**config.mk**
```make
export PLATFORM = sky130hd
export DESIGN_NAME = rfr_fifo
export DESIGN_NICKNAME = d
export VERILOG_FILES = /design/src/rtl/rfr_fifo.sv
export SDC_FILE = /design/constraint.sdc
export NUM_CORES = 1
export LEC_CHECK = 0
export BUFFER_PORTS_ARGS = -buffer_cell sky130_fd_sc_hd__buf_2
export CORE_AREA = 2 2 39 41
export CTS_CLUSTER_DIAMETER = 60
export DETAILED_ROUTE_END_ITERATION = 16
export DIE_AREA = 0 0 41 43
export GPL_ROUTABILITY_DRIVEN = 0
export PLACE_DENSITY_LB_ADDON = 0.05
export SYNTH_ARGS = -nofsm -noshare
export SYNTH_HDL_FRONTEND = slang
export SYNTH_SLANG_ARGS = --single-unit
```
**constraint.sdc**
```tcl
create_clock -name clk -period 1.85 [get_ports clk]
set_input_delay 0.0925 -clock clk [delete_from_list [all_inputs] [get_ports clk]]
set_output_delay 0.0925 -clock clk [all_outputs]
set_load 0.01 [all_outputs]
```
**src/rtl/rfr_fifo.sv**
```systemverilog
// ----------------------------------------------------------------------------
// rfr_fifo: small register queue
// Holds beats between two stages; push and pop may happen in the same cycle.
// ----------------------------------------------------------------------------
module rfr_fifo #(
    parameter type T = logic,
    parameter int unsigned DEPTH = 2
) (
    input  logic                       clk,
    input  logic                       rst_n,
    input  logic                       wr,
    input  T                           wdata,
    output logic                       full,
    input  logic                       rd,
    output T                           rdata,
    output logic                       empty,
    output logic [$clog2(DEPTH+1)-1:0] count
);
    localparam int unsigned PW = (DEPTH > 1) ? $clog2(DEPTH) : 1;
    localparam int unsigned CW = $clog2(DEPTH + 1);

    T                slot_reg [DEPTH];
    logic [PW-1:0]   wptr_reg;
    logic [PW-1:0]   rptr_reg;
    logic [CW-1:0]   count_reg;
    logic            do_wr;
    logic            do_rd;

    assign full  = (count_reg == CW'(DEPTH));
    assign empty = (count_reg == '0);
    assign count = count_reg;
    assign rdata = slot_reg[rptr_reg];
    assign do_wr = wr && !full;
    assign do_rd = rd && !empty;

    // Store the incoming beat
    always_ff @(posedge clk)
    begin
        if (do_wr)
        begin
            slot_reg[wptr_reg] <= wdata;
        end
    end

    // Advance pointers and count
    always_ff @(posedge clk or negedge rst_n)
    begin
        if (!rst_n)
        begin
            wptr_reg  <= '0;
            rptr_reg  <= '0;
            count_reg <= '0;
        end
        else
        begin
            if (do_wr)
            begin
                wptr_reg <= (wptr_reg == PW'(DEPTH - 1)) ? '0 : wptr_reg + 1'b1;
            end
            if (do_rd)
            begin
                rptr_reg <= (rptr_reg == PW'(DEPTH - 1)) ? '0 : rptr_reg + 1'b1;
            end
            if (do_wr && !do_rd)
            begin
                count_reg <= count_reg + 1'b1;
            end
            else if (do_rd && !do_wr)
            begin
                count_reg <= count_reg - 1'b1;
            end
        end
    end
endmodule

```
-- After elaboration in Yosys (flattened, before gate mapping)
Memory sizes are Yosys's and may differ from the RTL's.
Cells that the tools add are included.
- bits in registers: 4
- memory bits (writable): 2
- bits of input ports: 5
- output and inout bits: 5
- word-level logic and storage cells: 25
- memories: 1
- memory list (name ; words ; width ; rd ports ; clocked after memory_dff ; write ports ; RTL line ; text):
    slot_reg ; 2 ; 1 ; 1 ; 0 ; 1 ; 22 ; T slot_reg [DEPTH];
- add/sub/neg operators: 4
- eq/ne operators: 1
- mux-type cells: 6
- reductions and logical operators: 10
- operators by type and width (operator ; number):
    1-bit logical AND ; 4
    1-bit zero test ; 4
    1-bit two-way mux ; 4
    2-bit two-way mux ; 2
    1-bit adder, second input constant ; 2
    2-bit by 1-bit adder with 2-bit output, second input constant ; 1
    2-bit == test, second input constant ; 1
    2-bit zero test ; 1
    2-bit nonzero test ; 1
    2-bit by 1-bit subtractor with 2-bit output, second input constant ; 1

-- Depth between registers and ports, before layout
Gate-level depths: netlist (run 1).
- depth in word-level cells: 7
- mapped depth: 7
- mapped depth without buffers: 7

-- Worst setup path before layout (run 1)
OpenSTA, ideal clock, no wires.
- kind: register to register
- from: reg count_reg[0] (netlist: count[0])
- to: reg count_reg[1] (netlist: count[1])
- library setup time: 79 ps
- arrival: 1348 ps
- data required time: 1771 ps
- slack: 423 ps
- cell stages (with the launch flop): 8
- path buffers: 0
- clock period less this slack: 1427 ps
- cell sequence: dfrtp_1 > nand2b_1 > nand2_1 > inv_1 > ha_1 > xor2_1 > nor2_1 > xor2_1
- longest elaborated chain between the ends: 6
- elaborated cells on any way between the ends: 15
- classes of those cells: 2 x add/sub; 1 x eq/ne; 2 x mux; 10 x reduce/logical
- ends and longest elaborated chain (what ; RTL line ; text):
    start, declared ; 25 ; logic [CW-1:0] count_reg;
    start signal, assigned ; 66 ; count_reg <= count_reg + 1'b1;
    start signal, assigned ; 70 ; count_reg <= count_reg - 1'b1;
    2-bit == test or 2-bit zero test (tied branches) ; 29, 30 ;
    1-bit zero test, on equally long branches ; 33, 34 ;
    1-bit logical AND, on equally long branches ; 33, 34 ;
    1-bit zero test, on equally long branches ; 68, 64 ;
    1-bit logical AND, on equally long branches ; 68, 64 ;
    2-bit nonzero test (no line) or 2-bit two-way mux (tied branches) ; n/a ;
Parallel ways exist; a longest one is shown, timed or not. The select of a mux whose other input is x is not followed.
A chain may end at the register's enable or synchronous reset.

-- Final worst setup path (run 1)
Ends and elaborated chain as after synthesis.

==> impl_metrics.yaml, run 1 <==
timing:
  relSlewSlack_pct: 85.7
  skew_ns: 0.00493
  maxSlewViolCount: 0
  max_freq_mhz: 681
  fin_crit_sh_pct: 79.4
  hold_viol_final: 0
  tightest_slew_ns: 0.212
  setup_tns_ns: 0
  finalSetupViolCount: 0
  period_needed_ns: 1.47
  grt_setup_unrepaired: "no"
pwr:
  peakVddDrop_v: 0.000425
  finalPower_uw: 637
  power.leakage_nw: 0.182
  power_density_nw_per_um2: 1720
  internal_power_uw: 414
  sw_frac_of_total_pct: 35.0
  p_switching_uw: 223
  p_seq_share_pct: 40.0
  p_comb_share_pct: 39.9
  power.share.clock_pct: 20.1
status:
  status: "finished clean"
logic_synthesis:
  yosysUniqueCellTypes: 12
  synth-seq-area-share_pct: 59.8
  syn_area_um2: 268
  netlist_instances: 22
  synth_nets: 28
  yosysWarnings: 0
  ys_ff_latch: 6
  synth.avg_cell_area_um2: 12.2
final_layout:
  fin_nets: 43
  design_area_um2: 369
  utilization_pct: 26.7
  area_growth_pct: 37.9
  final_layout_size_suffix_gt1_share_pct: 36.1
  mostFrequentLayoutCells: "buf_2 (9), dfrtp_1 (4), nor2_1 (3), xnor2_1 (3), clkbuf_4 (3)"
  diodes: 0
  layout_commonest_cell: "buf_2"
  n_fill_cell: 156
  layoutNonFillerInstCount: 52
floorplanning:
  die_area_um2: 1760
  pin_count: 10
  coreArea_um2: 1380
  die_w_um: 41
  start_util_pct: 19.3
  rows: 14
  fp.dieH_um: 43
grt:
  grt_usage_pct: 7.47
  grt_max_degree: 7
  grt_pass1_vias: 199
  globalRouteMet2Util_pct: 10.0
  top_usage_layer: "met2"
  use_met1_pct: 8.50
  antenna_found_initial: 0
  grt_pass1_wl_um: 828
  use_met3_pct: 3.66
  grt_overflow_total: 0
critical_path:
  path_class: "reg -> reg"
  critPathLaunchType: "flop"
  worstPathArrival_ns: 1.63
  regToRegSetupSlack_ns: 0.38
  cp_max_fo: 6
  crit_path_end_kind: "flop"
  crit_required_ns: 2.01
drt:
  initialDrtViolationCount: 1
  drt_pass1_iterations: 4
  drtAntennaViolNets: 0
  num_vias: 192
  wl_per_cell_um: 9.06
  drc: 0
  viasPerCell: 3.69
  totalWireLength_um: 471
clocking:
  htreeDepth: 1
  cts_root_buffer: "clkbuf_4"
  cts_resized: 0
  post_cts_buffers: 0
  cts_tree: "yes"
  cts.sinks: 6
  clock_path_buffers: 2
  clock_latency_ns: 0.24
  clk_pin_slew_ns: 0.05
  cts_made_buffers: 3
  holdBufCountCts: 1
run:
  drv_cap: 0
placement:
  post-place-cells: 47
  io_buffers: 9
  postPlaceCellArea_um2: 333
worst_hold_path:
  hp-class: "in -> reg"
==> synth_stat cells (all sizes together) <==
master,count,area (um2)
mux2,1,11.3
o21ai,1,5.00
xor2,2,17.5
nor2,3,11.3
and3,1,6.26
dfrtp,4,100
ha,1,12.5
nand2b,1,6.26
edfxtp,2,60.1
inv,2,7.51
xnor2,3,26.3
nand2,1,3.75
==> cell type report <==
type / instances / area [um2] / share of cell area, %
Timing Repair Buffer: 10 / 55.1 / 14.9
Sequential cell: 6 / 160 / 43.4
Multi-Input combinational cell: 14 / 100 / 27.1
Clock buffer: 4 / 26.3 / 7.12
Inverter: 2 / 7.51 / 2.03
Tap cell: 16 / 20.0 / 5.42
==> cells by family after synthesis <==
group                    Yosys count  share of synthesized area [%]
flip-flops                         6                           59.8
AND/OR/NAND/NOR                    6                           10.3
AO/OA/AOI/OAI                      1                           1.87
multiplexers                       1                           4.21
buffers and inverters              2                           2.80
adder cells (fa/ha/maj)            1                           4.67
XOR/XNOR                           5                           16.4
==> layer usage <==
metal,share of wire [%],routed length (um),vias up
met5,0,0,-
met4,0,0,0
met3,12,58,0
met2,49,231,7
met1,38,180,85
li1,-,-,100
==> power by group through the flow <==
| stage | Clock (mW) | Sequential [mW] | Combinational (mW) |
|---|---|---|---|
| floorplan | 0 | 0.259 | 0.169 |
| global placement | 0 | 0.256 | 0.259 |
| detailed placement | 0 | 0.259 | 0.259 |
| CTS | 0.135 | 0.257 | 0.263 |
| global route | 0.142 | 0.265 | 0.294 |
| finish | 0.128 | 0.254 | 0.254 |
==> per-stage QoR <==
stage	hold WS, ns	worst slack (ns)
floorplan	-0.203	0.423
global placement	-0.0891	0.351
detailed placement	-0.0881	0.369
CTS	0.0295	0.352
global route	0.0312	0.235
finish	0.0385	0.381
==> path summary, 6_finish.rpt <==
check / start / endpoint / cells past startpoint
min in group asynchronous: rst_n / wptr_reg$_DFFE_PN0N_ / 2
setup reg to reg: count[0]$_DFFE_PN0P_ / count[1]$_DFFE_PN0P_ / 6
setup / recovery: count[0]$_DFFE_PN0P_ / count[1]$_DFFE_PN0P_ / 6
hold / removal: wdata / slot_reg[0]$_DFFE_PP_ / 1
max in group asynchronous: rst_n / rptr_reg$_DFFE_PN0P_ / 2
hold reg to reg: wptr_reg$_DFFE_PN0N_ / wptr_reg$_DFFE_PN0N_ / 1
==> worst max-delay path: stages (launching register included) <==
cell	delay, ns
dfrtp_1	0.43
nand2b_1	0.20
nand2_1	0.13
inv_1	0.05
ha_1	0.30
nor2_1	0.13
xor2_1	0.15
Note: power is estimated with default switching activity, not from simulation.
==> run 2: changes to the inputs <==
==> constraint.sdc (replaced) <==
create_clock -name clk -period 1.35 [get_ports clk]
set_input_delay 0.0675 -clock clk [delete_from_list [all_inputs] [get_ports clk]]
set_output_delay 0.0675 -clock clk [all_outputs]
set_load 0.01 [all_outputs]
==> impl_metrics.yaml, run 2 (synthesis results as in run 1) <==
timing:
  hold_viol_final: 0
  period_needed_ns: 1.29
  maxSlewViolCount: 0
  max_freq_mhz: 772
  relSlewSlack_pct: 87.0
  finalSetupViolCount: 0
  setup_slack_ns: 0.0552
  grt_setup_unrepaired: "yes"
  fin_crit_sh_pct: 95.9
  skew_ns: 0.00163
  tightest_slew_ns: 0.195
worst_hold_path:
  worstHoldPathCells: 1
  hp-class: "in -> reg"
clocking:
  cts.sinks: 6
  cts_made_buffers: 3
  htreeDepth: 1
  clock_path_buffers: 2
  cts_tree: "yes"
  clk_pin_slew_ns: 0.05
  clock_latency_ns: 0.24
  cts_root_buffer: "clkbuf_4"
placement:
  post-place-cells: 51
  io_buffers: 9
  pre_cts_ws_ns: 0.00169
  hpwl_um: 421
  postPlaceCellArea_um2: 374
drt:
  drtAntennaViolNets: 0
  num_vias: 201
  drc: 0
  viasPerCell: 3.53
  wl_met2_um: 253
  drt_pass1_iterations: 2
  wl_per_cell_um: 9.32
  wl_met1_um: 256
  wl_met3_um: 21
  routed.top_layer: "met3"
  totalWireLength_um: 531
  initialDrtViolationCount: 3
pwr:
  p_switching_uw: 362
  power_density_nw_per_um2: 2390
  power.leakage_nw: 0.212
  p_comb_share_pct: 49.0
  sw_frac_of_total_pct: 34.4
  p_seq_share_pct: 34.1
  internal_power_uw: 689
  power.share.clock_pct: 16.8
  peakVddDrop_v: 0.000763
floorplanning:
  rows: 14
  die_w_um: 41
  coreArea_um2: 1380
  fp.dieH_um: 43
  pin_count: 10
  start_util_pct: 19.3
  die_area_um2: 1760
critical_path:
  crit_chain: "nand2b_4, nand2_4, inv_2, ha_4, xor2_1, nor2_1, xor2_1"
  worstRegToRegCells: 7
  critPathMaxStageDelay_ns: 0.42
  critPathLaunchType: "flop"
  worstPathArrival_ns: 1.45
  regToRegSetupSlack_ns: 0.06
  cp_common_cell: "xor2_1"
  crit_path_end_kind: "flop"
  path_class: "reg -> reg"
  cp_max_fo: 4
  crit_required_ns: 1.51
  cpMaxStageDelayCell: "dfrtp_2"
final_layout:
  fin_nets: 48
  final_layout_size_suffix_gt1_share_pct: 61.0
  layout_commonest_cell: "buf_2"
  layoutNonFillerInstCount: 57
  diodes: 0
  mostFrequentLayoutCells: "buf_2 (9), buf_4 (5), nor2_1 (3), xnor2_1 (3), clkbuf_4 (3)"
  design_area_um2: 440
  area_growth_pct: 64.5
  utilization_pct: 31.8
grt:
  antenna_found_initial: 0
  grt_overflow_total: 0
  grt_pass1_wl_um: 862
  grt_usage_pct: 7.37
  grt_max_degree: 5
  grt_pass1_vias: 217
run:
  drv_cap: 0
status:
  status: "finished clean"
run 2: cell type report:
cell class                 instances  area [um2]
fill                             152         943
sequential                         6         163
multi-input combinational         14         131
timing repair buffer              15        92.6
clock buffer                       4        26.3
tap                               16        20.0
inverter                           2        7.51
run 2: repair_timing:
item,CTS,global route
endpoints found under the hold margin,4,0
buffers inserted,1,0
gates resized for setup,1,5
setup endpoints to repair,1,1
hold buffers,1,0
pin swaps,1,4
gates cloned,0,0
run 2: power groups by stage:
stage | sequential (mW) | combinational, mW | clock (mW)
after global placement | 0.347 | 0.456 | 0
after global routing | 0.370 | 0.582 | 0.197
after detailed placement | 0.353 | 0.462 | 0
after CTS | 0.351 | 0.493 | 0.185
final | 0.359 | 0.516 | 0.177
after floorplan | 0.368 | 0.252 | 0
run 2: stage by stage:
step | TNS, ns | hold WS (ns) | power [mW]
after floorplan | 0 | -0.228 | 0.620
after global placement | 0 | -0.115 | 0.803
after detailed placement | 0 | -0.117 | 0.815
after CTS | 0 | 0.00558 | 1.03
after global routing | -0.0340 | 0.0136 | 1.15
final | 0 | 0.0150 | 1.05
run 2: routing by layer:
| layer | global-route usage [%] | up-vias |
|---|---|---|
| met4 | 6.00 | 0 |
| met2 | 9.69 | 5 |
| met1 | 9.84 | 87 |
| li1 | - | 109 |
| met5 | 0 | - |
| met3 | 1.57 | 0 |
run 2: worst max-delay path: cells and delay by family, from the launching register on:
family	cells	cell delay (ns)
buffers and inverters	1	0.04
and+or+nand+nor	3	0.34
DFF	1	0.42
xor gates and xnor gates	2	0.28
adders and majority gates	1	0.14
run 2: worst paths after layout:
| kind | from | to |
|---|---|---|
| hold reg to reg | rptr_reg$_DFFE_PN0P_ | rptr_reg$_DFFE_PN0P_ |
| min in group asynchronous | rst_n | wptr_reg$_DFFE_PN0N_ |
| setup reg to reg | count[0]$_DFFE_PN0P_ | count[1]$_DFFE_PN0P_ |
| max in group asynchronous | rst_n | count[0]$_DFFE_PN0P_ |
| setup / recovery | count[0]$_DFFE_PN0P_ | count[1]$_DFFE_PN0P_ |
| hold / removal | wdata | slot_reg[0]$_DFFE_PP_ |
==> run 3: changes to the inputs <==
--- a/config.mk
+++ b/config.mk
@@ -7,6 +7,7 @@
 export LEC_CHECK = 0
 export BUFFER_PORTS_ARGS = -buffer_cell sky130_fd_sc_hd__buf_2
 export CORE_AREA = 2 2 39 41
+export CTS_BUF_LIST = sky130_fd_sc_hd__clkbuf_8
 export CTS_CLUSTER_DIAMETER = 60
 export DETAILED_ROUTE_END_ITERATION = 16
 export DIE_AREA = 0 0 41 43
==> impl_metrics.yaml, run 3 (synthesis results as in run 1) <==
worst_hold_path:
  worstHoldPathCells: 1
  hold_end: "slot_reg[0]$_DFFE_PP_"
  worstHoldStart: "wdata"
  hp-class: "in -> reg"
critical_path:
  worstPathArrival_ns: 1.43
  crit_path_end_kind: "flop"
  crit_required_ns: 1.49
  cp_num_buf_inv: 1
  r2r_start: "count[0]$_DFFE_PN0P_"
  path_class: "reg -> reg"
  cp_common_cell: "xor2_1"
  crit_cells: 7
  critPathMaxStageDelay_ns: 0.42
  cpMaxStageDelayCell: "dfrtp_2"
  crit_chain: "nand2b_4, nand2_4, inv_2, ha_4, xor2_1, nor2_1, xor2_1"
  r2r-end: "count[1]$_DFFE_PN0P_"
  critPathLaunchType: "flop"
  cpLargestDelayFamily: "flip-flops"
  regToRegSetupSlack_ns: 0.06
  worstRegToRegCells: 7
  cp_max_fo: 4
clocking:
  clk_pin_slew_ns: 0.04
  cts.sinks: 6
  cts_root_buffer: "clkbuf_8"
  htreeDepth: 1
  clock_latency_ns: 0.22
  cts_made_buffers: 3
  clock_path_buffers: 2
  cts_tree: "yes"
timing:
  finalSetupViolCount: 0
  max_freq_mhz: 773
  skew_ns: 0.00149
  relSlewSlack_pct: 87.0
  setup_slack_ns: 0.0556
  hold_viol_final: 0
  tightest_slew_ns: 0.195
  grt_setup_unrepaired: "yes"
  setup_tns_ns: 0
  fin_crit_sh_pct: 95.9
  maxSlewViolCount: 0
  hold_ws_ns: 0.0347
  period_needed_ns: 1.29
final_layout:
  final_layout_size_suffix_gt1_share_pct: 61.0
  area_growth_pct: 71.5
  fin_nets: 48
  diodes: 0
  mostFrequentLayoutCells: "buf_2 (9), buf_4 (5), nor2_1 (3), xnor2_1 (3), clkbuf_8 (3)"
  layout_commonest_cell: "buf_2"
  design_area_um2: 459
  n_fill_cell: 148
drt:
  num_vias: 201
  totalWireLength_um: 551
  drc: 0
  wl_per_cell_um: 9.67
  viasPerCell: 3.53
  drt_pass1_iterations: 2
  drtAntennaViolNets: 0
  initialDrtViolationCount: 4
grt:
  grt_max_degree: 5
  grt_usage_pct: 7.78
  grt_pass1_wl_um: 869
  grt_pass1_vias: 215
  antenna_found_initial: 0
  grt_overflow_total: 0
pwr:
  power_density_nw_per_um2: 2510
  power.leakage_nw: 0.224
  peakVddDrop_v: 0.000779
placement:
  hpwl_um: 421
  postPlaceCellArea_um2: 374
  io_buffers: 9
  pre_cts_ws_ns: 0.00169
floorplanning:
  die_w_um: 41
  fp.dieH_um: 43
  coreArea_um2: 1380
  rows: 14
  pin_count: 10
  start_util_pct: 19.3
  die_area_um2: 1760
run:
  drv_cap: 0
status:
  status: "finished clean"
run 3: where the power goes:
part	total (mW)	switching [mW]	leakage [nW]	internal, mW
clock	0.277	0.0812	0.0269	0.196
combinational	0.516	0.218	0.134	0.298
sequential	0.359	0.0792	0.0632	0.280
total	1.15	0.379	0.224	0.774
run 3: worst max path at each step:
stage,start,endpoint
after floorplan,count[0]$_DFFE_PN0P_,count[1]$_DFFE_PN0P_
after global placement,count[0]$_DFFE_PN0P_,count[1]$_DFFE_PN0P_
after detailed placement,count[0]$_DFFE_PN0P_,count[1]$_DFFE_PN0P_
after CTS,count[0]$_DFFE_PN0P_,count[1]$_DFFE_PN0P_
after global routing,count[0]$_DFFE_PN0P_,count[1]$_DFFE_PN0P_
final,count[0]$_DFFE_PN0P_,count[1]$_DFFE_PN0P_
run 3: layer usage:
layer / vias up / GRT usage, % / share of wire [%]
met5: - / 0 / 0
met4: 0 / 6.00 / 0
met3: 0 / 3.14 / 6.2
met2: 5 / 10.0 / 48
met1: 89 / 9.84 / 46
li1: 107 / - / -
run 3: cell type report:
class / instances / area [um2] / area share, %
Inverter: 2 / 7.51 / 1.63
Timing Repair Buffer: 15 / 92.6 / 20.2
Multi-Input combinational cell: 14 / 131 / 28.6
Tap cell: 16 / 20.0 / 4.36
Clock buffer: 3 / 41.3 / 8.99
Clock inverter: 1 / 3.75 / 0.817
Sequential cell: 6 / 163 / 35.4
run 3: through the flow:
| stage | total power [mW] | util [%] | cells |
|---|---|---|---|
| 2_1_floorplan | 0.620 | - | 22 |
| 3_3_place_gp | 0.803 | 27.0 | 51 |
| 3_5_place_dp | 0.815 | 27.0 | 51 |
| 4_1_cts | 1.13 | 31.7 | 57 |
| 5_1_grt | 1.25 | 33.2 | 57 |
| 6_report | 1.15 | 33.2 | 57 |
run 3: repair_timing:
action	4_1_cts	5_1_grt
pin swaps	1	4
endpoints found under the setup margin	1	1
hold endpoints to repair	4	0
hold buffers	1	0
setup buffers	1	0
resized for setup	1	5
