$ cat config.mk
export PLATFORM = sky130hd
export DESIGN_NAME = rfr_front
export DESIGN_NICKNAME = d
export VERILOG_FILES = /design/src/rtl/rfr_pkg.sv /design/src/rtl/rfr_front.sv
export SDC_FILE = /design/constraint.sdc
export NUM_CORES = 1
export LEC_CHECK = 0
export BUFFER_PORTS_ARGS = -buffer_cell sky130_fd_sc_hd__buf_4
export CORE_MARGIN = 2
export CORE_UTILIZATION = 60
export CTS_CLUSTER_SIZE = 24
export DETAILED_ROUTE_END_ITERATION = 10
export MAX_ROUTING_LAYER = met4
export PLACE_DENSITY_LB_ADDON = 0.15
export SYNTH_ARGS = -nofsm -noshare
export SYNTH_HDL_FRONTEND = slang
export SYNTH_SLANG_ARGS = --single-unit
$ cat constraint.sdc
create_clock -name clk -period 5.8 [get_ports clk]
set_input_delay 0.29 -clock clk [delete_from_list [all_inputs] [get_ports clk]]
set_output_delay 0.29 -clock clk [all_outputs]
set_load 0.01 [all_outputs]
$ cat src/rtl/rfr_pkg.sv
// ----------------------------------------------------------------------------
// rfr_pkg: shared types and constants
// Beat formats and command format for the RTP fragment reassembler.
// ----------------------------------------------------------------------------
package rfr_pkg;

    // Function codes of an input beat
    localparam logic FUNC_PUSH  = 1'b0;
    localparam logic FUNC_DRAIN = 1'b1;

    // Fragment codes
    localparam logic [7:0] FRAG_START  = 8'd1;
    localparam logic [7:0] FRAG_MIDDLE = 8'd2;
    localparam logic [7:0] FRAG_END    = 8'd3;

    // Widest store address over the whole frame-size range (two halves of 64 KiB)
    localparam int unsigned ADDR_W_MAX = 17;
    localparam int unsigned HDR_W      = 19;

    typedef struct packed {
        logic       func;
        logic [7:0] in_byte;
        logic       in_last;
    } rfr_in_t;

    typedef struct packed {
        logic       out_valid;
        logic [7:0] out_byte;
        logic       out_frame_end;
        logic       frame_ready;
        logic       group_discarded;
    } rfr_out_t;

    // Flags of a result decided by the front end
    typedef struct packed {
        logic out_valid;
        logic out_frame_end;
        logic frame_ready;
        logic group_discarded;
    } rfr_flags_t;

    // Command from front end to back end: one store access plus result flags
    typedef struct packed {
        logic                  write;
        logic [ADDR_W_MAX-1:0] addr;
        logic [7:0]            data;
        rfr_flags_t            flags;
    } rfr_cmd_t;

endpackage

$ cat src/rtl/rfr_front.sv
// ----------------------------------------------------------------------------
// rfr_front: header parser and group tracker
// Parses each packet beat, tracks groups and fragments, and issues one store
// command per accepted beat.
// ----------------------------------------------------------------------------
module rfr_front #(
    parameter int unsigned MAX_FRAME_BYTES = 4096
) (
    input  logic              clk,
    input  logic              rst_n,
    input  logic              accept,
    input  rfr_pkg::rfr_in_t  item,
    output rfr_pkg::rfr_cmd_t cmd
);
    import rfr_pkg::*;

    localparam int unsigned CW = $clog2(MAX_FRAME_BYTES + 1);

    logic [15:0]      pos_reg,      pos_next;
    logic [HDR_W-1:0] hl_reg,       hl_next;
    logic [15:0]      seq_reg,      seq_next;
    logic [31:0]      stamp_reg,    stamp_next;
    logic [31:0]      gstamp_reg,   gstamp_next;
    logic             open_reg,     open_next;
    logic             run_reg,      run_next;
    logic             prev_reg,     prev_next;
    logic [15:0]      exp_reg,      exp_next;
    logic             err_reg,      err_next;
    logic [CW-1:0]    collect_reg,  collect_next;
    logic [CW-1:0]    ready_reg,    ready_next;
    logic [CW-1:0]    dptr_reg,     dptr_next;
    logic             half_reg,     half_next;
    logic             ext_reg,      ext_next;
    logic [7:0]       exthi_reg,    exthi_next;
    logic             long_reg,     long_next;

    logic [HDR_W-1:0]      cur_w;
    logic                  follows;
    logic                  bad;
    logic [ADDR_W_MAX-1:0] base;

    always_comb
    begin
        pos_next     = pos_reg;
        hl_next      = hl_reg;
        seq_next     = seq_reg;
        stamp_next   = stamp_reg;
        gstamp_next  = gstamp_reg;
        open_next    = open_reg;
        run_next     = run_reg;
        prev_next    = prev_reg;
        exp_next     = exp_reg;
        err_next     = err_reg;
        collect_next = collect_reg;
        ready_next   = ready_reg;
        dptr_next    = dptr_reg;
        half_next    = half_reg;
        ext_next     = ext_reg;
        exthi_next   = exthi_reg;
        long_next    = long_reg;
        cmd          = '0;
        cur_w        = HDR_W'(pos_reg);
        follows      = 1'b0;
        bad          = 1'b0;
        base         = '0;

        if (item.func == FUNC_PUSH)
        begin
            if (long_reg)
            begin
                err_next = 1'b1;
            end
            else
            begin
                // Capture header fields
                if (pos_reg == 16'd0)
                begin
                    hl_next  = HDR_W'(12) + HDR_W'({item.in_byte[3:0], 2'b00});
                    ext_next = item.in_byte[4];
                    if (item.in_byte[4])
                    begin
                        hl_next = hl_next + HDR_W'(4);
                    end
                end
                else if (pos_reg == 16'd2)
                begin
                    seq_next = {item.in_byte, 8'h00};
                end
                else if (pos_reg == 16'd3)
                begin
                    seq_next = {seq_reg[15:8], item.in_byte};
                end
                else if (pos_reg >= 16'd4 && pos_reg <= 16'd7)
                begin
                    stamp_next = {stamp_reg[23:0], item.in_byte};
                end

                // Packet accepted: close old group on a new timestamp, open new one
                if (pos_reg == 16'd11)
                begin
                    if (!open_reg || (gstamp_reg != stamp_reg))
                    begin
                        if (open_reg)
                        begin
                            if (err_reg)
                            begin
                                cmd.flags.group_discarded = 1'b1;
                            end
                            else if (collect_reg != '0)
                            begin
                                if (ready_reg != '0)
                                begin
                                    cmd.flags.group_discarded = 1'b1;
                                end
                                else
                                begin
                                    ready_next = collect_reg;
                                    dptr_next  = '0;
                                    half_next  = ~half_reg;
                                end
                            end
                        end
                        open_next    = 1'b1;
                        gstamp_next  = stamp_reg;
                        err_next     = 1'b0;
                        run_next     = 1'b0;
                        prev_next    = 1'b0;
                        exp_next     = '0;
                        collect_next = '0;
                    end
                end

                // Extend header length by the extension word count
                if (ext_reg && pos_reg >= 16'd12)
                begin
                    if (cur_w + HDR_W'(2) == hl_reg)
                    begin
                        exthi_next = item.in_byte;
                    end
                    else if (cur_w + HDR_W'(1) == hl_reg)
                    begin
                        hl_next  = hl_reg + HDR_W'({exthi_reg, item.in_byte, 2'b00});
                        ext_next = 1'b0;
                    end
                end

                // Check fragment code, then store payload
                if (pos_reg >= 16'd12)
                begin
                    if (cur_w == hl_next)
                    begin
                        if (!err_next)
                        begin
                            follows = prev_next && (seq_next == exp_next);
                            case (item.in_byte)
                                FRAG_START:
                                begin
                                    bad = run_next;
                                    if (!bad)
                                    begin
                                        run_next = 1'b1;
                                    end
                                end
                                FRAG_MIDDLE:
                                begin
                                    bad = !run_next || !follows;
                                end
                                FRAG_END:
                                begin
                                    run_next = 1'b0;
                                    bad      = !follows;
                                end
                                default:
                                begin
                                    bad = 1'b1;
                                end
                            endcase
                            if (bad)
                            begin
                                err_next = 1'b1;
                            end
                            else
                            begin
                                prev_next = 1'b1;
                                exp_next  = seq_next + 16'd1;
                            end
                        end
                    end
                    else if (cur_w > hl_next && !err_next)
                    begin
                        if (collect_next >= CW'(MAX_FRAME_BYTES))
                        begin
                            err_next = 1'b1;
                        end
                        else
                        begin
                            base         = half_next ? ADDR_W_MAX'(MAX_FRAME_BYTES) : '0;
                            cmd.write    = 1'b1;
                            cmd.addr     = base + ADDR_W_MAX'(collect_next);
                            cmd.data     = item.in_byte;
                            collect_next = collect_next + 1'b1;
                        end
                    end
                end

                // Advance byte position, flag overlong packet
                if (pos_reg == 16'hFFFF)
                begin
                    long_next = 1'b1;
                end
                else
                begin
                    pos_next = pos_reg + 16'd1;
                end
            end

            // End of packet: flag truncated header, rewind parser
            if (item.in_last)
            begin
                if (pos_reg >= 16'd11 && cur_w < hl_next)
                begin
                    err_next = 1'b1;
                end
                pos_next   = '0;
                hl_next    = HDR_W'(12);
                ext_next   = 1'b0;
                exthi_next = '0;
                long_next  = 1'b0;
            end
        end
        else if (ready_reg != '0)
        begin
            // Drain one byte from the published half
            base                = half_reg ? '0 : ADDR_W_MAX'(MAX_FRAME_BYTES);
            cmd.addr            = base + ADDR_W_MAX'(dptr_reg);
            cmd.flags.out_valid = 1'b1;
            dptr_next           = dptr_reg + 1'b1;
            if (dptr_next == ready_reg)
            begin
                cmd.flags.out_frame_end = 1'b1;
                ready_next              = '0;
                dptr_next               = '0;
            end
        end

        cmd.flags.frame_ready = (ready_next != '0);
    end

    // Hold parser and group state
    always_ff @(posedge clk or negedge rst_n)
    begin
        if (!rst_n)
        begin
            pos_reg     <= '0;
            hl_reg      <= HDR_W'(12);
            seq_reg     <= '0;
            stamp_reg   <= '0;
            gstamp_reg  <= '0;
            open_reg    <= 1'b0;
            run_reg     <= 1'b0;
            prev_reg    <= 1'b0;
            exp_reg     <= '0;
            err_reg     <= 1'b0;
            collect_reg <= '0;
            ready_reg   <= '0;
            dptr_reg    <= '0;
            half_reg    <= 1'b0;
            ext_reg     <= 1'b0;
            exthi_reg   <= '0;
            long_reg    <= 1'b0;
        end
        else if (accept)
        begin
            pos_reg     <= pos_next;
            hl_reg      <= hl_next;
            seq_reg     <= seq_next;
            stamp_reg   <= stamp_next;
            gstamp_reg  <= gstamp_next;
            open_reg    <= open_next;
            run_reg     <= run_next;
            prev_reg    <= prev_next;
            exp_reg     <= exp_next;
            err_reg     <= err_next;
            collect_reg <= collect_next;
            ready_reg   <= ready_next;
            dptr_reg    <= dptr_next;
            half_reg    <= half_next;
            ext_reg     <= ext_next;
            exthi_reg   <= exthi_next;
            long_reg    <= long_next;
        end
    end
endmodule

==> Word-level counts from Yosys, hierarchy flattened <==
Index checks and enable logic that the tools add are counted.
{ "word_totals": {"latch_bits": 0, "ram_bits": 0, "n_memories": 0, "ff_bits": 185, "romBits": 0, "out_inout_bits": 30} }
{ "classes": {"bitwise_logic": 6, "eq_ne": 19, "div": 0, "order_cmp": 7, "addsub": 11, "mux": 132, "reduce_logical": 29, "shifts": 0, "n_mul": 0} }
{ "op_table": {"columns": ["cell", "n"], "rows": [
  ["$mux W13", 30],
  ["$mux W16", 15],
  ["$mux W19", 9],
  ["$mux W26", 5],
  ["$mux W1", 60],
  ["$mux W8", 7],
  ["$reduce_bool A13 Y1", 3],
  ["$eq A17 B19 Y1", 2],
  ["$add A16 B1 Y16 const B", 2],
  ["$eq A16 B2 Y1 const B", 2],
  ["$ge A16 B4 Y1 const B", 2],
  ["$ne A32 B32 Y1", 1],
  ["$add A13 B13 Y14", 2],
  ["$add A13 B1 Y13 const B", 2],
  ["$add A19 B18 Y19", 1],
  ["$eq A16 B19 Y1", 1],
  ["$gt A16 B19 Y1", 1],
  ["$lt A16 B19 Y1", 1],
  ["$add A16 B1 Y17 const B", 1],
  ["$add A16 B2 Y17 const B", 1],
  ["$mux W17", 1],
  ["$eq A16 B16 Y1", 1],
  ["$eq A16 B16 Y1 const B", 1],
  ["$eq A16 B4 Y1 const B", 1],
  ["other kinds (26)", 52]
]} }

==> Logic depth before layout (Yosys ltp) <==
Gate-level depths: netlist of run 1.
{ "logic_depth": {"ltp_word": 23, "ltp_mapped": 24, "ltp_nobuf": 21} }

==> Least setup slack after synthesis of run 1 <==
Ideal clock, no wire load.
{ "synth_path": {"path_type": "register -> output", "from": "register pos_reg[1]", "to": "output cmd[15] (netlist bit)", "path_buffers": 4, "t_arrival_ps": 5118, "setup_slack_ps": 392, "stages_incl_launch_ff": 23, "path_cell_list": "dfrtp_1 ha_1 buf_2 nand3_1 or4_1 o211ai_1 a31oi_1 or4_1 buf_2 clkbuf_1 o211ai_1 o21ai_0 ha_1 o21a_1 o21a_1 o21a_1 o211ai_1 a21o_1 a31oi_1 nand4_1 nor3_1 buf_2 a22o_1"} }
{ "synth_rtl": {"columns": ["item", "line", "rtl"], "rows": [
  ["start: declaration", "rfr_front.sv:19", "logic [15:0] pos_reg, pos_next;"],
  ["start signal: assignment", "rfr_front.sv:274", "pos_reg <= pos_next;"],
  ["end: declaration", "rfr_front.sv:13", "output rfr_pkg::rfr_cmd_t cmd"]
]} }

==> results.json, run 1 <==
{
  "status": "finished clean",
  "synthCells": 1427,
  "power_density_nw_per_um2": 255,
  "start_util_pct": 61.0,
  "cp_max_fo": 15,
  "worstSkewPairLatency_ns": 0.45,
  "fillers": 1692,
  "first_iter_violations": 930,
  "antenna_left": 0,
  "ys_seq_area_share_pct": 36.2,
  "worstPathRequired_ns": 5.51,
  "yosysWarningCount": 0,
  "hold-path-endpoint": "ready_reg[5]",
  "dieArea_um2": 22500,
  "clk_path_buf_depth": 2,
  "r2r-end": "err_reg",
  "area_growth_pct": 11.1,
  "yosysTopAreaCellShare_pct": 35.8,
  "cts_tree": "yes",
  "finalCritPeriodShare_pct": 97.3,
  "r2r-start": "pos_reg[0]",
  "root_buffer": "clkbuf_16",
  "io_buffers": 39,
  "hpwlAfterDp_um": 25800,
  "setup-violations-final": 0,
  "final_max_slew_viol_count": 0,
  "cts.sinks": 185,
  "die_w_um": 150,
  "fin_crit_ns": 5.65,
  "grt_pass1_vias": 10700,
  "coreArea_um2": 21000,
  "gr-total-overflow": 0,
  "drtPass1Iterations": 6,
  "synthFlopType": "dfrtp_1",
  "place_congestion": 0.975,
  "num_vias": 11300,
  "post-route-util_pct": 67.8,
  "fin_nets": 1530,
  "grt_first_pass_wirelength_um": 58600,
  "end_kind": "output pin",
  "finalInstanceArea_um2": 14200,
  "criticalPathCategory": "flip-flop to output pin",
  "dieHeight_um": 150,
  "num_rows": 53,
  "hp-class": "input pin to flip-flop",
  "min_from": "accept",
  "wl_um": 37000,
  "syn_area_um2": 12800,
  "synth_area_per_cell_um2": 8.96,
  "htreeDepth": 4,
  "antenna-diode-count": 0,
  "ys_async_sr_fraction_pct": 100,
  "pin_count": 43,
  "wl_per_cell_um": 21.3,
  "hold_viol_final": 0,
  "vias_per_cell": 6.51,
  "clock.fmax_ghz": 0.177,
  "max-vdd-ir-drop_v": 0.000185,
  "synth_edf_count": 0,
  "maxSlewHeadroom_pct": 20.2,
  "cts-buffers-inserted": 17,
  "track_usage_pct": 34.4,
  "rr_worst_depth": 18,
  "critPathLaunchType": "flip-flop",
  "r2r_slack_ns": 0.29,
  "cap_violations": 0,
  "synth_common_cells": "dfrtp_1 (183), nand2_1 (164), o21ai_0 (113)",
  "power_leakage_nw": 6.26,
  "synth-seq-cells": 185,
  "synth.most_common_cell": "dfrtp_1",
  "synth_top_cell_by_area": "dfrtp_1",
  "holdPathStages": 2,
  "drive_above_1_share_pct": 15.9,
  "route.detailed.drc": 0,
  "fin_skew_ns": 0.0148,
  "tightestPinTransition_ns": 1.18,
  "grt_max_degree": 93,
  "antenna_found_initial": 0,
  "synth_area_leaders": "dfrtp_1 (36%), ha_1 (6.6%), xnor2_1 (6.2%), mux2_2 (5.4%), nand2_1 (4.8%)",
  "stdcell_count": 1737,
  "clk_pin_slew_ns": 0.07,
  "worstPathArrival_ns": 5.36,
  "place_area_um2": 13400,
  "dp.cells": 1695,
  "synth_cell_type_count": 81
}
## critical path: stages (launching register included)
cell and delay [ns]:
dfrtp_1 0.38, ha_2 0.22, nand3_4 0.12, or3_4 0.43
a2111oi_4 0.39, nand4_1 0.22, buf_4 0.19, or4_2 0.66
o21a_1 0.22, ha_1 0.29, nand3_1 0.11, nor2_2 0.13
nand3_2 0.13, a21o_1 0.21, a31oi_4 0.22, nand4_1 0.22
buf_4 0.19, buf_4 0.19, nor4_1 0.22, buf_4 0.18
## placed cells by master, fill, tap and decap left out, types with 29 or more instances in the layout
cell,netlist,routed
a21oi_1,46,46
dfrtp_1,183,175
nor2_1,93,92
ha_1,67,64
xnor2_1,90,89
nand4_1,29,29
buf_4,3,79
xor2_1,36,36
nand3_1,48,45
nor3_1,39,37
inv_1,36,34
o21ai_0,113,111
nand2_1,164,163
mux2_2,61,61
## worst max-delay path by stage
stage | startpoint | end | slack, ns | depth (start not counted)
floorplan | pos_reg[1] | cmd[15] | 0.39 | 22
global placement | pos_reg[0] | err_reg | 0.16 | 20
detailed placement | pos_reg[0] | err_reg | 0.14 | 20
CTS | pos_reg[6] | cmd[20] | 0.02 | 20
global route | pos_reg[0] | cmd[11] | -0.03 | 19
finish | pos_reg[0] | cmd[11] | 0.15 | 19
## report_power, final
part	total (W)	switching (W)	internal, W
Clock	0.00121	0.000585	0.000626
Sequential	0.00145	0.0000917	0.00136
Combinational	0.000953	0.000591	0.000362
## layout make-up
type                            count  area [um2]  area share [%]
Clock inverter                     13         149            1.05
Timing Repair Buffer               84         644            4.54
Inverter                           39         154            1.08
Multi-Input combinational cell   1122        7820            55.1
Tap cell                          275         344            2.42
Clock buffer                       19         443            3.12
Sequential cell                   185        4640            32.7
## logic make-up (layout without fill, tap and decap cells)
family          Yosys count  count (layout)  synth area share [%]
fa+ha+maj                68              68                  6.72
simple gates            496             497                  19.2
flops                   185             185                  36.2
mux                      89              89                  7.69
compound gates          339             339                  17.5
xor+xnor                126             126                  8.63
buf+inv                 123             155                  3.93
other cells               1               3                0.0293
## metal layers
layer  routed length, um  up-vias  global-route usage [%]  part of all wire, %
met1               15600     5503                    45.8                   42
li1                    -     5219                       -                    -
met5                   0        -                       -                    0
met4                 912        0                    10.9                  2.5
met2               17600      506                    54.5                   48
met3                2830       76                    4.97                  7.6
## through the flow
| step | setup TNS [ns] | power [W] | hold slack, ns | setup slack [ns] |
|---|---|---|---|---|
| 2_1_floorplan | 0 | 0.00207 | -0.00559 | 0.392 |
| 3_3_place_gp | 0 | 0.00235 | 0.434 | 0.158 |
| 3_5_place_dp | 0 | 0.00236 | 0.432 | 0.144 |
| 4_1_cts | 0 | 0.00357 | 0.0856 | 0.0154 |
| 5_1_grt | -0.235 | 0.00379 | 0.100 | -0.0333 |
| 6_report | 0 | 0.00362 | 0.0924 | 0.154 |
## what timing repair did
action	4_1_cts	5_1_grt
cloned	0	2
resized for setup	4	41
hold buffers	1	0
setup buffers	0	7
pin swaps	0	7
setup endpoints to repair	23	24
endpoints found under the hold margin	90	0
(Power assumes the default switching activity.)
==> run 2: changes to the inputs <==
--- a/config.mk
+++ b/config.mk
@@ -6,4 +6,5 @@
 export NUM_CORES = 1
 export LEC_CHECK = 0
+export ABC_CLOCK_PERIOD_IN_PS = 5800
 export BUFFER_PORTS_ARGS = -buffer_cell sky130_fd_sc_hd__buf_4
 export CORE_MARGIN = 2
==> constraint.sdc (replaced) <==
create_clock -name clk -period 5.8 [get_ports clk]
set_input_delay 0.29 -clock clk [delete_from_list [all_inputs] [get_ports clk]]
set_output_delay 0.29 -clock clk [all_outputs]
set_load 0.005 [all_outputs]
==> run 2 against run 1 <==
Utilization fell by 0.46 points. Sequential share of layout area rose by 0.20 points. Non-clock buffer count fell by 4. Global-route usage rose by 0.16 points. Critical path depth did not move. Final area fell by 0.68%. Via count fell by 1.2%. Die area did not move. Register-to-register slack improved by 0.05 ns. Critical endpoint is now cmd[20].
==> results.json, run 2 (synthesis results as in run 1) <==
{
  "num_vias": 11200,
  "coreArea_um2": 21000,
  "grt_use_met3_pct": 5.82,
  "drive_above_1_share_pct": 14.6,
  "grt_pass1_vias": 11000,
  "use_met2_pct": 55.0,
  "track_usage_pct": 34.6,
  "final_common_cell": "dfrtp_1",
  "max-vdd-ir-drop_v": 0.000190,
  "seqCellArea_um2": 4640,
  "worstSkewPairLatency_ns": 0.45,
  "gr-total-overflow": 0,
  "die_w_um": 150,
  "vias_per_cell": 6.44,
  "fin_nets": 1525,
  "setup-violations-final": 0,
  "fin_skew_ns": 0.0180,
  "cp-startpoint": "pos_reg[6]",
  "final_max_slew_viol_count": 0,
  "place_area_um2": 13400,
  "start_util_pct": 61.0,
  "worstPathArrival_ns": 5.29,
  "clk_pin_slew_ns": 0.07,
  "slowest_stage": "or4_1",
  "r2r-start": "pos_reg[6]",
  "worst_path_most_repeated_cell": "nand3_1",
  "finalInstanceArea_um2": 14100,
  "r2r_slack_ns": 0.34,
  "cts-buffers-inserted": 17,
  "use_met1_pct": 44.2,
  "grt_first_pass_wirelength_um": 59200,
  "wl_per_cell_um": 21.3,
  "area_growth_pct": 10.3,
  "criticalPathCategory": "flip-flop to output pin",
  "grt_busiest_layer": "met2",
  "first_iter_violations": 828,
  "grt_max_degree": 100,
  "final_cell_mix": "dfrtp_1 (178), nand2_1 (163), o21ai_0 (112), nor2_1 (93), xnor2_1 (90)",
  "place_congestion": 1.01,
  "fillers": 1693,
  "root_buffer": "clkbuf_16",
  "slowest_delay_ns": 0.61,
  "dieHeight_um": 150,
  "cp_max_fo": 8,
  "cts.sinks": 185,
  "drtPass1Iterations": 6,
  "end_kind": "output pin",
  "critPathCapture": "cmd[20]",
  "wl_um": 36900,
  "r2r-end": "err_reg",
  "dieArea_um2": 22500,
  "hp-class": "input pin to flip-flop",
  "power_w": 0.00361,
  "setup_tns_ns": 0,
  "power_density_nw_per_um2": 256,
  "clock.fmax_ghz": 0.179,
  "power_leakage_nw": 6.26,
  "rr_worst_depth": 20,
  "hpwlAfterDp_um": 25700,
  "critPathLaunchType": "flip-flop",
  "cap_violations": 0,
  "pin_count": 43,
  "finalCritPeriodShare_pct": 96.2,
  "num_rows": 53,
  "route.detailed.drc": 0,
  "hold_viol_final": 0,
  "post-route-util_pct": 67.3,
  "htreeDepth": 4,
  "status": "finished clean",
  "worstPathRequired_ns": 5.51,
  "maxSlewHeadroom_pct": 19.6,
  "fin_crit_ns": 5.58,
  "clk_path_buf_depth": 2,
  "tightestPinTransition_ns": 1.20,
  "io_buffers": 39,
  "cts_tree": "yes",
  "antenna_found_initial": 2,
  "critical_path.cell_chain": "nand4_1 -> or4_1 -> o211ai_1 -> a31oi_1 -> or4_4 -> buf_4 -> nand3_1 -> a21boi_0 -> ha_1 -> nand3_1 -> nor2_1 -> nand3_1 -> nor4_2 -> a31oi_4 -> nand4_1 -> nor3_4 -> buf_6 -> a32o_1 -> buf_4",
  "antenna_left": 0,
  "multiInputGateArea_um2": 7740
}
-- run 2: critical path, delay by kind of cell (launching register included) --
kind	cells	cell delay, ns
AND/OR/NAND/NOR	10	2.66
buffers and inverters	3	0.49
AO/OA/AOI/OAI	5	1.00
adder cells (fa/ha/maj)	1	0.19
flip-flops	1	0.50
-- run 2: repair_timing --
item,4_1_cts,5_1_grt
hold buffers,1,0
endpoints found under the hold margin,66,0
setup endpoints to repair,23,25
resized for setup,3,23
pin swaps,0,6
setup buffers,0,2
cloned,0,1
-- run 2: routing by layer --
| layer | vias up | wire length [um] |
|---|---|---|
| li1 | 5211 | - |
| met1 | 5379 | 15600 |
| met2 | 477 | 17300 |
| met3 | 97 | 2820 |
| met4 | 0 | 1200 |
| met5 | - | 0 |
-- run 2: how the worst min path moves through the flow --
stage	from	end	depth (start not counted)
4_1_cts	accept	ready_reg[5]	2
3_5_place_dp	rst_n	seq_reg[11]	1
3_3_place_gp	rst_n	exp_reg[10]	1
2_1_floorplan	rst_n	collect_reg[0]	0
5_1_grt	accept	ready_reg[5]	2
6_report	accept	ready_reg[5]	2
-- run 2: per-stage QoR --
stage	setup slack [ns]	cells	hold WS [ns]
global placement	0.331	1696	0.452
floorplan	0.449	1429	-0.00559
finish	0.219	1734	0.108
detailed placement	0.279	1696	0.451
global route	-0.0261	1734	0.127
CTS	0.000236	1729	0.0980
-- run 2: power by group --
| group | internal (W) | switching (W) | total (W) | leakage, nW |
|---|---|---|---|---|
| Sequential | 0.00136 | 0.0000915 | 0.00145 | 2.53 |
| Clock | 0.000657 | 0.000576 | 0.00123 | 0.297 |
| Combinational | 0.000353 | 0.000576 | 0.000928 | 3.43 |
-- run 2: layout make-up --
type	instances	area share (%)
clock buffers	18	3.04
repair buffers	80	4.37
well taps	275	2.44
clock inverters	14	1.30
flip-flops and latches	185	32.9
inverters	39	1.04
diodes	2	0.0355
multi-input cells	1121	54.9
==> run 3: changes to the inputs <==
Settings changed: CELL_PAD_IN_SITES_DETAIL_PLACEMENT from default to 0, CELL_PAD_IN_SITES_GLOBAL_PLACEMENT from default to 1, CORE_UTILIZATION 60 to 49.
==> run 3 against run 2 <==
Maximum frequency rose by 1.0%. Critical path depth increased by 3. Die area up 22%. Sequential share of layout area is 1.0 points lower. Cell count is 6.3% higher. Global-route usage fell by 4.8 points. Largest cell class unchanged.
==> results.json, run 3 (synthesis results as in run 1) <==
{
  "worstPathArrival_ns": 5.23,
  "power_leakage_nw": 6.51,
  "area_growth_pct": 13.8,
  "place_area_um2": 13800,
  "dieHeight_um": 166,
  "htreeDepth": 4,
  "final_cell_mix": "dfrtp_1 (181), nand2_1 (163), buf_4 (128), o21ai_0 (109), nor2_1 (92)",
  "r2r_slack_ns": 0.31,
  "grt_first_pass_wirelength_um": 61000,
  "end_kind": "output pin",
  "hp-class": "input pin to flip-flop",
  "clock.fmax_ghz": 0.181,
  "wl_per_cell_um": 21.0,
  "pin_count": 43,
  "fin_skew_ns": 0.0161,
  "worstSkewPairLatency_ns": 0.45,
  "status": "finished clean",
  "drive_above_1_share_pct": 17.3,
  "tightestPinTransition_ns": 1.16,
  "fin_ws_ns": 0.276,
  "die_w_um": 166,
  "root_buffer": "clkbuf_16",
  "start_util_pct": 49.5,
  "cp_max_fo": 8,
  "criticalPathCategory": "flip-flop to output pin",
  "r2r-start": "pos_reg[6]",
  "maxSlewHeadroom_pct": 21.5,
  "final_common_cell": "dfrtp_1",
  "post-route-util_pct": 56.3,
  "drtPass1Iterations": 5,
  "finalCritPeriodShare_pct": 95.2,
  "route.detailed.drc": 0,
  "cts.sinks": 185,
  "vias_per_cell": 6.04,
  "num_vias": 11100,
  "clk_pin_slew_ns": 0.08,
  "finalInstanceArea_um2": 14500,
  "final_max_slew_viol_count": 0,
  "dieArea_um2": 27400,
  "first_iter_violations": 841,
  "cts-buffers-inserted": 17,
  "cp-startpoint": "pos_reg[6]",
  "critPathLaunchType": "flip-flop",
  "grt_max_degree": 68,
  "hold_viol_final": 0,
  "io_buffers": 39,
  "rr_worst_depth": 22,
  "hold_ws_ns": 0.121,
  "worstPathRequired_ns": 5.51,
  "wl_um": 38700,
  "fin_crit_ns": 5.52,
  "track_usage_pct": 29.8,
  "fillers": 2374,
  "grt_pass1_vias": 10800,
  "r2r-end": "err_reg",
  "place_congestion": 0.927,
  "setup-violations-final": 0,
  "clk_path_buf_depth": 2,
  "cap_violations": 0,
  "power_density_nw_per_um2": 253,
  "antenna_left": 0,
  "num_rows": 59,
  "gr-total-overflow": 0,
  "cts_tree": "yes",
  "dp_slack_ns": -0.203,
  "fin_nets": 1575,
  "max-vdd-ir-drop_v": 0.000187,
  "hpwlAfterDp_um": 28200,
  "critPathCapture": "cmd[20]",
  "antenna_found_initial": 1,
  "coreArea_um2": 25800
}
run 3: worst min path at each step:
stage,from,to,slack (ns),depth (start not counted)
after detailed placement,rst_n,seq_reg[14],0.31,1
after CTS,accept,ready_reg[5],0.12,2
after global routing,accept,ready_reg[5],0.13,2
final,accept,ready_reg[5],0.12,2
after global placement,rst_n,seq_reg[13],0.30,1
after floorplan,rst_n,collect_reg[0],-0.006,0
run 3: metrics by stage:
stage / std cells / setup TNS, ns / total power, W
3_3_place_gp: 1806 / -0.158 / 0.00241
2_1_floorplan: 1429 / 0 / 0.00207
4_1_cts: 1839 / 0 / 0.00367
6_report: 1843 / 0 / 0.00368
5_1_grt: 1843 / -0.0222 / 0.00387
3_5_place_dp: 1806 / -0.203 / 0.00242
run 3: cell type report:
| cell class | count | area (um2) | share of cell area [%] |
|---|---|---|---|
| multi-input combinational | 1121 | 7750 | 53.3 |
| sequential | 185 | 4630 | 31.9 |
| timing repair buffer | 130 | 985 | 6.77 |
| clock buffer | 18 | 429 | 2.95 |
| tap | 335 | 419 | 2.88 |
| clock inverter | 14 | 176 | 1.21 |
| inverter | 39 | 146 | 1.01 |
| antenna | 1 | 2.50 | 0.0172 |
run 3: what timing repair did:
action,4_1_cts,5_1_grt
gates resized for setup,4,19
endpoints found under the setup margin,15,23
pin swaps,0,2
setup buffers,0,3
endpoints found under the hold margin,53,0
hold buffers,1,0
run 3: where the power goes:
part	total (W)	switching, W	internal (W)
logic	0.000977	0.000588	0.000389
registers	0.00145	0.0000864	0.00136
clock network	0.00125	0.000593	0.000657
run 3: per-layer routing:
metal	global-route usage, %	wire length [um]	vias up
li1	-	-	5312
met1	39.3	17700	5442
met2	47.9	18100	304
met3	3.87	1870	66
met4	9.40	1020	0
met5	-	0	-
run 3: worst max-delay path, stage by stage, from the launching register on:
cell       delay [ns]
dfrtp_1          0.48
nand4_1          0.25
buf_4            0.24
nor3_1           0.32
xnor2_1          0.21
o2111ai_1        0.13
or4_1            0.49
buf_4            0.19
o211ai_1         0.08
o21ai_1          0.09
buf_4            0.14
ha_1             0.29
o21a_1           0.12
o21a_1           0.10
o21a_1           0.11
o211ai_1         0.08
a21o_1           0.20
a31oi_4          0.25
nand4_1          0.22
nor3_4           0.33
buf_4            0.18
a32o_1           0.18
buf_4            0.11
